**src/hw/rtl/spaw_pkg.sv**
```systemverilog
// Package for the admixture weighting core: widths, codes and state types.
// No dependencies.
package spaw_pkg;
  localparam int VW = 17;
  localparam int MAX_POPS = 4;
  localparam int FRAC_BITS = 16;
  localparam logic OP_LOAD = 1'b0;
  localparam logic OP_FREQ = 1'b1;
  localparam logic [1:0] CFG_NUM_POPS = 2'd0;
  localparam logic [1:0] CFG_USE_SINGLE = 2'd1;
  localparam logic [1:0] CFG_ADMIX = 2'd2;

  typedef enum logic [2:0] {
    ST_IDLE, ST_DEN, ST_DIV, ST_PAT, ST_MUL, ST_WMUL, ST_OUT
  } state_t;

  typedef enum logic [1:0] {
    MUL_NONE, MUL_DEN, MUL_PROD, MUL_WGT
  } mul_op_t;
endpackage

```
**src/hw/rtl/spaw_mul.sv**
```systemverilog
// Shared registered multiplier with optional fixed-point rounding.
// No dependencies.
module spaw_mul #(
  parameter int FRAC_BITS = 16
) (
  input  logic                   clk,
  input  logic [FRAC_BITS:0]     a,
  input  logic [FRAC_BITS:0]     b,
  input  logic                   round_en,
  output logic [2*FRAC_BITS+1:0] prod_r,
  output logic [FRAC_BITS+1:0]   frac_r
);
  localparam int PW = 2 * FRAC_BITS + 2;
  logic [PW-1:0] p;
  logic [PW-1:0] pr;
  assign p  = PW'(a) * PW'(b);
  assign pr = p + (round_en ? (PW'(1) << (FRAC_BITS - 1)) : PW'(0));
  always_ff @(posedge clk) begin
    prod_r <= p;
    frac_r <= pr[FRAC_BITS +: FRAC_BITS + 2];
  end
endmodule

```
**src/hw/rtl/spaw_div.sv**
```systemverilog
// Restoring divider, one quotient bit per cycle, rounded to nearest.
// No dependencies.
module spaw_div #(
  parameter int FRAC_BITS = 16
) (
  input  logic                   clk,
  input  logic                   rst_n,
  input  logic                   start,
  input  logic [2*FRAC_BITS+1:0] num,
  input  logic [2*FRAC_BITS+1:0] den,
  output logic                   done,
  output logic [FRAC_BITS:0]     quo
);
  localparam int DW = 2 * FRAC_BITS + 3;
  localparam int CW = $clog2(FRAC_BITS + 2);
  logic [DW-1:0] rem_r, rem_nxt, den_r, den_nxt, sh;
  logic [FRAC_BITS+1:0] q_r, q_nxt, qr;
  logic [CW-1:0] cnt_r, cnt_nxt;
  logic busy_r, busy_nxt;

  always_comb begin
    rem_nxt = rem_r;
    den_nxt = den_r;
    q_nxt = q_r;
    cnt_nxt = cnt_r;
    busy_nxt = busy_r;
    sh = rem_r << 1;
    if (start) begin
      den_nxt = DW'(den);
      if (num >= den) begin
        q_nxt = (FRAC_BITS + 2)'(1);
        rem_nxt = DW'(num) - DW'(den);
      end else begin
        q_nxt = '0;
        rem_nxt = DW'(num);
      end
      cnt_nxt = '0;
      busy_nxt = 1'b1;
    end else if (busy_r) begin
      if (sh >= den_r) begin
        rem_nxt = sh - den_r;
        q_nxt = {q_r[FRAC_BITS:0], 1'b1};
      end else begin
        rem_nxt = sh;
        q_nxt = {q_r[FRAC_BITS:0], 1'b0};
      end
      cnt_nxt = cnt_r + CW'(1);
      if (cnt_r == CW'(FRAC_BITS - 1)) busy_nxt = 1'b0;
    end
  end

  always_ff @(posedge clk) begin
    if (!rst_n) begin
      busy_r <= 1'b0;
    end else begin
      busy_r <= busy_nxt;
    end
    rem_r <= rem_nxt;
    den_r <= den_nxt;
    q_r <= q_nxt;
    cnt_r <= cnt_nxt;
  end

  assign done = busy_r && !busy_nxt;
  always_comb begin
    qr = q_nxt + ((rem_nxt >= den_r - rem_nxt) ? (FRAC_BITS + 2)'(1) : '0);
    quo = (qr > (FRAC_BITS + 2)'(1 << FRAC_BITS)) ? (FRAC_BITS + 1)'(1 << FRAC_BITS)
                                                   : qr[FRAC_BITS:0];
  end
endmodule

```
**src/hw/rtl/site_pattern_admixture_weighting_core.sv**
```systemverilog
// Site-pattern admixture weighting core. A frequency item is stored when it
// is taken. A load item forms its weight through the shared multiplier and then
// the bit-serial divider. An item marked last then walks the patterns through
// one shared multiplier, one multiply per population in use plus one by the
// pattern weight for each legal pattern, and then waits for the result
// handshake. The core takes no item while one is in work. Depends on
// spaw_pkg, spaw_mul, spaw_div.
module site_pattern_admixture_weighting_core (
  input  logic        clk,
  input  logic        rst_n,
  input  logic        in_valid,
  output logic        in_stall,
  input  logic        in_operation,
  input  logic [3:0]  in_pattern,
  input  logic [16:0] in_prob_no_admix,
  input  logic [16:0] in_prob_admix,
  input  logic [1:0]  in_pop_index,
  input  logic [16:0] in_frequency,
  input  logic        in_last,
  output logic        out_valid,
  input  logic        out_stall,
  output logic [16:0] out_admix_prob,
  input  logic        cfg_valid,
  output logic        cfg_ready,
  input  logic [1:0]  cfg_index,
  input  logic [16:0] cfg_data
);
  localparam int MAX_POPS  = spaw_pkg::MAX_POPS;
  localparam int FRAC_BITS = spaw_pkg::FRAC_BITS;
  localparam int FW = FRAC_BITS + 1;
  localparam int NPAT = 1 << MAX_POPS;
  localparam int PB = MAX_POPS;
  localparam int JB = $clog2(MAX_POPS + 1);
  localparam int AW = FRAC_BITS + 2 + PB;
  localparam logic [FW-1:0] ONE = FW'(1) << FRAC_BITS;

  spaw_pkg::state_t st_r, st_nxt;
  logic [2:0]    num_pops_r;
  logic          use_single_r;
  logic [16:0]   admix_r;
  logic [FW-1:0] wt_r [NPAT];
  logic [FW-1:0] fq_r [MAX_POPS];
  logic [PB-1:0] pidx_r, pidx_nxt;
  logic [PB:0]   pat_r, pat_nxt;
  logic [JB-1:0] j_r, j_nxt;
  logic          ph_r, ph_nxt;
  logic [FW-1:0] z_r, z_nxt;
  logic [AW-1:0] acc_r, acc_nxt;
  logic [FW-1:0] p0_r, p1_r, a_s;
  logic          last_r;
  logic [16:0]   res_r;
  logic [JB-1:0] m;
  logic [PB:0]   full;
  logic [FW-1:0] ma, mb, fj;
  logic          mround;
  logic [2*FRAC_BITS+1:0] prod_r, num_r;
  logic [FRAC_BITS+1:0] frac_r;
  logic          div_start, div_done;
  logic [FW-1:0] quo;
  logic          legal;
  logic          accept;

  function automatic logic [FW-1:0] sat(input logic [16:0] v);
    logic [FW+16:0] w;
    w = (FW + 17)'(v);
    return (w > (FW + 17)'(ONE)) ? ONE : w[FW-1:0];
  endfunction

  assign accept = in_valid && !in_stall;
  assign in_stall = (st_r != spaw_pkg::ST_IDLE);
  assign cfg_ready = (st_r == spaw_pkg::ST_IDLE) && !in_valid;
  assign out_valid = (st_r == spaw_pkg::ST_OUT);
  assign out_admix_prob = res_r;
  assign a_s = sat(admix_r);
  assign m = (num_pops_r > 3'(MAX_POPS)) ? JB'(MAX_POPS) : JB'(num_pops_r);
  assign full = (PB + 1)'((1 << m) - 1);
  assign fj = fq_r[j_r[$clog2(MAX_POPS)-1:0]];
  assign legal = (pat_r < full) &&
                 (use_single_r || ((pat_r & (pat_r - (PB + 1)'(1))) != '0));

  always_comb begin
    ma = '0;
    mb = '0;
    mround = 1'b1;
    case (st_r)
      spaw_pkg::ST_DEN: begin
        ma = ph_r ? (ONE - a_s) : a_s;
        mb = ph_r ? p0_r : p1_r;
        mround = 1'b0;
      end
      spaw_pkg::ST_MUL: begin
        ma = z_r;
        mb = pat_r[j_r] ? fj : ONE - fj;
      end
      spaw_pkg::ST_WMUL: begin
        ma = z_r;
        mb = wt_r[pat_r[PB-1:0]];
      end
      default: ;
    endcase
  end

  spaw_mul #(.FRAC_BITS(FRAC_BITS)) u_mul (
    .clk(clk), .a(ma), .b(mb), .round_en(mround), .prod_r(prod_r), .frac_r(frac_r)
  );

  spaw_div #(.FRAC_BITS(FRAC_BITS)) u_div (
    .clk(clk), .rst_n(rst_n), .start(div_start), .num(num_r),
    .den(prod_r + num_r), .done(div_done), .quo(quo)
  );

  always_comb begin
    st_nxt = st_r;
    pat_nxt = pat_r;
    j_nxt = j_r;
    ph_nxt = ph_r;
    z_nxt = z_r;
    acc_nxt = acc_r;
    pidx_nxt = pidx_r;
    div_start = 1'b0;
    case (st_r)
      spaw_pkg::ST_IDLE: begin
        if (accept) begin
          pidx_nxt = in_pattern[PB-1:0];
          ph_nxt = 1'b0;
          pat_nxt = (PB + 1)'(1);
          acc_nxt = '0;
          if (in_operation == spaw_pkg::OP_LOAD) st_nxt = spaw_pkg::ST_DEN;
          else if (in_last) st_nxt = spaw_pkg::ST_PAT;
        end
      end
      spaw_pkg::ST_DEN: begin
        ph_nxt = !ph_r;
        if (ph_r) st_nxt = spaw_pkg::ST_DIV;
      end
      spaw_pkg::ST_DIV: begin
        if (!ph_r) begin
          div_start = (prod_r + num_r) != '0;
          ph_nxt = div_start;
        end
        if ((!ph_r && (prod_r + num_r) == '0) || div_done) begin
          ph_nxt = 1'b0;
          pat_nxt = (PB + 1)'(1);
          st_nxt = last_r ? spaw_pkg::ST_PAT : spaw_pkg::ST_IDLE;
        end
      end
      spaw_pkg::ST_PAT: begin
        j_nxt = '0;
        ph_nxt = 1'b0;
        z_nxt = ONE;
        if (pat_r >= full) st_nxt = spaw_pkg::ST_OUT;
        else if (legal) st_nxt = spaw_pkg::ST_MUL;
        else pat_nxt = pat_r + (PB + 1)'(1);
      end
      spaw_pkg::ST_MUL: begin
        if (j_r == m) begin
          st_nxt = spaw_pkg::ST_WMUL;
        end else begin
          ph_nxt = !ph_r;
          if (ph_r) begin
            z_nxt = frac_r[FW-1:0];
            j_nxt = j_r + JB'(1);
          end
        end
      end
      spaw_pkg::ST_WMUL: begin
        ph_nxt = !ph_r;
        if (ph_r) begin
          acc_nxt = acc_r + AW'(frac_r[FW-1:0]);
          pat_nxt = pat_r + (PB + 1)'(1);
          st_nxt = spaw_pkg::ST_PAT;
        end
      end
      spaw_pkg::ST_OUT: begin
        if (!out_stall) st_nxt = spaw_pkg::ST_IDLE;
      end
      default: st_nxt = spaw_pkg::ST_IDLE;
    endcase
  end

  always_ff @(posedge clk) begin
    if (!rst_n) begin
      st_r <= spaw_pkg::ST_IDLE;
      num_pops_r <= 3'd4;
      use_single_r <= 1'b0;
      admix_r <= '0;
      for (int i = 0; i < NPAT; i++) wt_r[i] <= '0;
      for (int i = 0; i < MAX_POPS; i++) fq_r[i] <= '0;
      ph_r <= 1'b0;
    end else begin
      st_r <= st_nxt;
      ph_r <= ph_nxt;
      if (cfg_valid && cfg_ready) begin
        case (cfg_index)
          spaw_pkg::CFG_NUM_POPS: num_pops_r <= cfg_data[2:0];
          spaw_pkg::CFG_USE_SINGLE: use_single_r <= cfg_data[0];
          spaw_pkg::CFG_ADMIX: admix_r <= cfg_data;
          default: ;
        endcase
      end
      if (accept && in_operation == spaw_pkg::OP_FREQ &&
          32'(in_pop_index) < MAX_POPS)
        fq_r[in_pop_index[$clog2(MAX_POPS)-1:0]] <= sat(in_frequency);
      if (st_r == spaw_pkg::ST_DIV && !ph_r && (prod_r + num_r) == '0)
        wt_r[pidx_r] <= '0;
      if (st_r == spaw_pkg::ST_DIV && ph_r && div_done) wt_r[pidx_r] <= quo;
    end
    pidx_r <= pidx_nxt;
    pat_r <= pat_nxt;
    j_r <= j_nxt;
    z_r <= z_nxt;
    acc_r <= acc_nxt;
    if (accept) begin
      p0_r <= sat(in_prob_no_admix);
      p1_r <= sat(in_prob_admix);
      last_r <= in_last;
    end
    if (st_r == spaw_pkg::ST_DEN && ph_r) num_r <= prod_r;
    if (st_r == spaw_pkg::ST_PAT && pat_r >= full)
      res_r <= (acc_r > AW'(ONE)) ? 17'(ONE) : 17'(acc_r);
  end
endmodule

```
**config.mk**
```make
export PLATFORM = sky130hd
export DESIGN_NAME = site_pattern_admixture_weighting_core
export DESIGN_NICKNAME = d
export VERILOG_FILES = /design/src/hw/rtl/spaw_pkg.sv /design/src/hw/rtl/spaw_mul.sv /design/src/hw/rtl/spaw_div.sv /design/src/hw/rtl/site_pattern_admixture_weighting_core.sv
export SDC_FILE = /design/constraint.sdc
export NUM_CORES = 2
export LEC_CHECK = 0
export BUFFER_PORTS_ARGS = -buffer_cell sky130_fd_sc_hd__buf_4
export CAP_MARGIN = 20
export CORE_UTILIZATION = 35
export CTS_CLUSTER_DIAMETER = 80
export DETAILED_ROUTE_END_ITERATION = 6
export GPL_ROUTABILITY_DRIVEN = 0
export PLACE_DENSITY = 0.53
export SLEW_MARGIN = 20
export SYNTH_ARGS = -nofsm -noshare
export SYNTH_HDL_FRONTEND = slang
export SYNTH_SLANG_ARGS = --single-unit
```
**constraint.sdc**
```tcl
create_clock -name clk -period 13.5 [get_ports clk]
set_input_delay 2.025 -clock clk [delete_from_list [all_inputs] [get_ports clk]]
set_output_delay 2.025 -clock clk [all_outputs]
set_load 0.05 [all_outputs]
```
Yosys cells after proc, flatten, opt, wreduce, memory -nomap -nowiden:

Memories as Yosys holds them, arrays and structs flattened. A register that Yosys moved wholly into a read port is not among the register bits.
Index checks and enable logic that the tools add are counted.

* flip-flop bits (word level): 306
* latch bits: 0
* bits in writable memories: 340
* ROM bits: 0
* output and inout bits: 20
* memories kept: 2

* add/sub/neg operators: 14
* multiply operators: 1
* divide/modulo/power cells: 0
* $lt $le $gt $ge: 13
* equal/unequal tests: 22
* shift-type cells: 1
* mux-type cells: 77
* bitwise gates (word level): 2
* reduce and logical (&&, ||, !) cells: 42

Memory list
* wt_r: words 16, width 17, rd ports 1, clocked after memory_dff 1, wr ports 16, RTL line site_pattern_admixture_weighting_core.sv:41 `logic [FW-1:0] wt_r [NPAT];`
* fq_r: words 4, width 17, rd ports 1, clocked after memory_dff 1, wr ports 4, RTL line site_pattern_admixture_weighting_core.sv:42 `logic [FW-1:0] fq_r [MAX_POPS];`

Operator list (number)
* $mux W17: 11
* $mux W35: 4
* $gt A17 B17 Y1 const B: 4
* $pmux W17 S2: 2
* $pmux W17 S3: 1
* $mux W22: 2
* $pmux W22 S2: 1
* $mux W3: 13
* $mux W18: 2
* $ge A35 B34 Y1: 1
* $ge A35 B35 Y1: 1
* $sub A34 B34 Y35: 1
* $sub A34 B35 Y35: 1
* $sub A35 B34 Y35: 1
* $add A34 B34 Y34: 1
* $ge A34 B34 Y1: 1
* $logic_not A34 Y1: 1
* $mul A17 B17 Y34: 1
* $reduce_bool A34 Y1: 1
* $reduce_or A17 Y1: 2
* $sub A17 B17 Y17 const A: 2
* $add A33 B16 Y33: 1
* $mux W1: 25
* $mux W5: 5
* other kinds (47): 87

Logic depth before layout (Yosys ltp):

* depth in word-level cells: 14
* gate-level depth with buffers: 70
* mapped depth without buffers: 68

By module:

From an unflattened synthesis, not the netlist that was laid out.

* cells, all modules: 4858
* area total of the unflattened synthesis: 48381.4 um^2

Modules (own cells, without submodules)
* site_pattern_admixture_weighting_core: instances 1, cells an instance 2163, area an instance 25964.9 um^2, sequential area each 14944.3 um^2
* spaw_div: instances 1, cells an instance 1455, area an instance 11237.0 um^2, sequential area each 2202.1 um^2
* spaw_mul: instances 1, cells an instance 1240, area an instance 11179.5 um^2, sequential area each 1041.0 um^2

Least setup slack after synthesis:

OpenSTA, ideal clock, no wires.

* path kind: reg2reg
* start point: register num_r[0]
* end point: memory wt_r[1][3] (netlist bit), data pin
* library setup time: 0.142 ns
* data arrival time: 12.896 ns
* slack: 0.462 ns
* stages on the path, launching flop included: 64
* path buffers: 4
* clock period less this slack: 13.038 ns
* path through: edfxtp_1 -> ha_1 -> inv_1 -> fa_1 -> nor2b_1 -> o31a_1 -> o31ai_1 -> a21boi_1 -> o21a_1 -> a31oi_1 -> xnor2_1 -> inv_1 -> ha_1 -> a21o_1 -> a21o_1 -> a21oi_1 -> o21bai_1 -> a21o_1 -> [... 28 more ...] -> nand2_1 -> mux2i_1 -> o21ai_0 -> ha_1 -> nor2b_1 -> clkbuf_1 -> nor2b_1 -> or4b_1 -> or4_1 -> a211oi_2 -> nand3b_1 -> nor4_1 -> xor2_1 -> a2111oi_4 -> buf_2 -> nand2_1 -> buf_2 -> nor2_1

RTL lines
* from (decl): RTL line site_pattern_admixture_weighting_core.sv:56 `logic [2*FRAC_BITS+1:0] prod_r, num_r;`
* from (signal assigned): RTL line site_pattern_admixture_weighting_core.sv:218 `if (st_r == spaw_pkg::ST_DEN && ph_r) num_r <= prod_r;`
* to (decl): RTL line site_pattern_admixture_weighting_core.sv:41

==> results.txt <==
largest fanout on the critical path -> 8
area of all placed cells without fillers -> 55100 sq um
peak ir drop on the vdd network -> 0.159 mV
via count of the first global-routing pass -> 35506
first-pass GRT wire length -> 215 mm
Yosys top cell by area -> sky130_fd_sc_hd__edfxtp_1
Tot GR Track Use -> 0.207
status -> finished, final reports clean
flop and latch count out of synthesis -> 652
leftover overflow at the end of global routing -> 0
number of vias per cell after detailed routing -> 5.30
maximum number of pins on one net before global-route repair -> 50
setup slack, reg-to-reg -> 0.38 ns
CP peak stage delay -> 0.46 ns
# IOs -> 103
number of hold violations in the final report -> 0
Worst Path Required -> 14.03 ns
chip height -> 368 um
cell area after synthesis -> 46900 sq um
TritonRoute pass-1 iters -> 5
count of input and output buffers -> 102
top-area cell type share of the netlist area -> 0.327
final hold slack -> 0.438 ns
internal power summed over all cells -> 5.89 mW
count of warnings emitted by yosys -> 0
Register Area -> 18200 sq um
routed wirelength normalized by instance count -> 21.1 um
sequential cell fraction of total power -> 0.263
leading cell type by number of instances after synthesis -> sky130_fd_sc_hd__nor2_1
sort of element at the start of the critical path -> flop
critical path arrival -> 13.65 ns
floorplan die width -> 368 um
remaining antenna violation count -> 0
maximum buffer depth of the clock tree -> 3
worst setup path class -> flop to flop
syn nets -> 5331
number of buffers inserted by hold repair at cts -> 0
post-detail-place hpwl -> 104 mm
pwr/cell area -> 187 nW/um^2
clock latency on the worst-skew pair -> 0.68 ns
sink count of the clock tree -> 652
predominant post-synthesis flop cell -> sky130_fd_sc_hd__edfxtp_1
relative area change from synthesis to final layout -> 17.5%
power dissipated by switching net loads -> 4.43 mW
most numerous cell on the critical path -> sky130_fd_sc_hd__nand4_1
slew at the pin with the worst max-slew slack -> 1.07 ns
combinational group share of total power -> 0.538
layout cell share with drive strength beyond 1 -> 0.167
initial antenna violation count -> 3
clock tree from TritonCTS -> yes
max-slew violation total from the final report -> 0
minimum period implied by the final worst setup slack -> 13.12 ns
part of the cycle the worst path needs -> 0.972
area post-placement -> 51000 sq um
number of max-cap violations -> 0
Leakage Power -> 21.9 nW
area taken by multi-input logic gates -> 27500 sq um
area of the core -> 132000 sq um
clock power share -> 0.199
number of enable flip-flop cells after synthesis -> 511
starting density of the core -> 0.355
cell types with the largest area share after synthesis -> sky130_fd_sc_hd__edfxtp_1 33%, sky130_fd_sc_hd__fa_1 9.8%, sky130_fd_sc_hd__ha_1 7.9%
max_slew headroom -> 0.281
Std-Cell Rows -> 133
library cell contributing the largest single delay on the critical path -> sky130_fd_sc_hd__o41a_1
maximum clock frequency -> 76.2 MHz
register clock-pin slew on the reported worst setup and hold paths -> 0.06 ns
CTS buffer count -> 76
Fillers -> 12900
worst min-delay path category -> flop to flop
clock skew after layout -> 0.0410 ns
register area share after synthesis -> 0.387
wire length reported by the detailed router -> 143 mm
count of unique library cells instantiated by Yosys -> 86
Iter 0 DRT Violations -> 2801
leading cell types by count after synthesis -> 587 x sky130_fd_sc_hd__nor2_1, 521 x sky130_fd_sc_hd__nand2_1, 511 x sky130_fd_sc_hd__edfxtp_1, 437 x sky130_fd_sc_hd__inv_1, 296 x sky130_fd_sc_hd__ha_1
buffer cell driving the clock tree root -> sky130_fd_sc_hd__clkbuf_16
H-tree depth -> 3
Final #Nets -> 5580
post-synthesis async set-or-reset flop share -> 0
average footprint of a synthesized cell -> 9.93 sq um
gate count of the mapped netlist -> 4723
setup repair after global routing missed its margin -> yes
endpoint kind of the worst setup timing path -> flop
number of remaining DRC errors -> 0
Die ar. -> 135000 sq um
via count -> 35953
fraction of power spent switching nets -> 0.429
total of endpoints with negative setup slack in the final report -> 0
==> layout make-up <==
class | count | area share
Inverter | 441 | 0.0301
Antenna cell | 1 | 0.0000454
Tap cell | 1755 | 0.0399
Multi-Input combinational cell | 3424 | 0.499
Clock buffer | 95 | 0.0369
Clock inverter | 43 | 0.00765
Timing Repair Buffer | 377 | 0.0568
Sequential cell | 652 | 0.330
==> critical path: cells and delay by family (launching register included) <==
family | cells | cell delay (ns)
fa+ha+maj | 9 | 2.27
xor+xnor | 2 | 0.32
simple gates | 22 | 3.78
compound gates | 21 | 4.64
mux | 1 | 0.07
flops | 1 | 0.39
buf+inv | 12 | 1.52
==> routing by layer <==
layer	vias up	GRT usage	share of wire
li1	16966	-	-
met1	17818	0.284	0.44
met2	974	0.343	0.48
met3	195	0.0305	0.054
met4	0	0.0524	0.026
met5	-	0	0
==> path summary, 6_finish.rpt <==
| check | from | end | cells after the start |
|---|---|---|---|
| max | num_r[0] | wt_r[6][15] | 67 |
| min | u_mul.prod_r[16] | num_r[16] | 0 |
| max reg2reg | num_r[0] | wt_r[6][15] | 67 |
| min reg2reg | u_mul.prod_r[16] | num_r[16] | 0 |
==> state kept, by name (all words and copies together), names as in the netlist, 18 cells and up, named ones only <==
signal and flops:
wt_r 272, fq_r 68, u_div.rem_r 35, num_r 34
u_div.den_r 34, u_mul.prod_r 34, acc_r 22, u_div.q_r 18
==> layout by cell type (no fill, tap or decap), types with 27 or more instances in the layout <==
master / count
sky130_fd_sc_hd__a21boi_0: 29
sky130_fd_sc_hd__a21o_1: 93
sky130_fd_sc_hd__a21oi_1: 212
sky130_fd_sc_hd__and2_1: 107
sky130_fd_sc_hd__and3_1: 37
sky130_fd_sc_hd__buf_4: 341
sky130_fd_sc_hd__clkbuf_16: 79
sky130_fd_sc_hd__dfxtp_1: 137
sky130_fd_sc_hd__edfxtp_1: 511
sky130_fd_sc_hd__fa_1: 227
sky130_fd_sc_hd__ha_1: 289
sky130_fd_sc_hd__inv_1: 434
sky130_fd_sc_hd__mux2i_1: 50
sky130_fd_sc_hd__mux4_2: 103
sky130_fd_sc_hd__nand2_1: 509
sky130_fd_sc_hd__nand2b_1: 45
sky130_fd_sc_hd__nand3_1: 65
sky130_fd_sc_hd__nand4_1: 34
sky130_fd_sc_hd__nor2_1: 467
sky130_fd_sc_hd__nor2_2: 41
sky130_fd_sc_hd__nor2_4: 79
sky130_fd_sc_hd__nor2b_1: 97
sky130_fd_sc_hd__nor3_1: 68
sky130_fd_sc_hd__nor4_1: 28
sky130_fd_sc_hd__o211ai_1: 35
sky130_fd_sc_hd__o21a_1: 27
sky130_fd_sc_hd__o21ai_0: 155
sky130_fd_sc_hd__o21bai_1: 27
sky130_fd_sc_hd__xnor2_1: 117
sky130_fd_sc_hd__xor2_1: 97
==> logic make-up (layout without fill, tap and decap cells) <==
family                     after synthesis  count (layout)  share of synthesized area
buffers and inverters                  647             956                     0.0521
and+or+nand+nor                       1688            1688                      0.164
muxes                                  164             164                     0.0628
AOI/OAI and AO/OA                      825             825                      0.116
other                                    1               2                  0.0000799
DFF                                    652             652                      0.387
adders and majority gates              530             530                      0.178
xor gates and xnor gates               216             216                     0.0403
==> through the flow <==
step / total power, mW / util / worst slack [ns] / std cells / setup TNS (ns)
6_report: 10.3 / 0.417 / 0.377 / 6788 / 0
5_1_grt: 11.0 / 0.416 / -0.289 / 6787 / -48.03
4_1_cts: 10.2 / 0.404 / 0.0557 / 6754 / 0
3_5_place_dp: 8.09 / 0.385 / -0.215 / 6616 / -33.32
3_3_place_gp: 8.12 / 0.385 / -0.0282 / 6616 / -0.124
2_1_floorplan: 6.38 / - / 0.462 / 4723 / 0
==> timing repair <==
action / 4_1_cts / 5_1_grt
gates cloned: 0 / 13
pin swaps: 1 / 36
endpoints found under the setup margin: 256 / 272
gates resized for setup: 6 / 364
buffers inserted: 0 / 20
==> power by group through the flow <==
stage | Combinational (mW) | Clock, mW | Sequential (mW)
4_1_cts | 5.38 | 2.09 | 2.72
2_1_floorplan | 3.77 | 0 | 2.62
5_1_grt | 6.09 | 2.17 | 2.76
6_report | 5.55 | 2.05 | 2.72
3_3_place_gp | 5.36 | 0 | 2.76
3_5_place_dp | 5.33 | 0 | 2.76
Note: power is estimated with default switching activity, not from simulation.
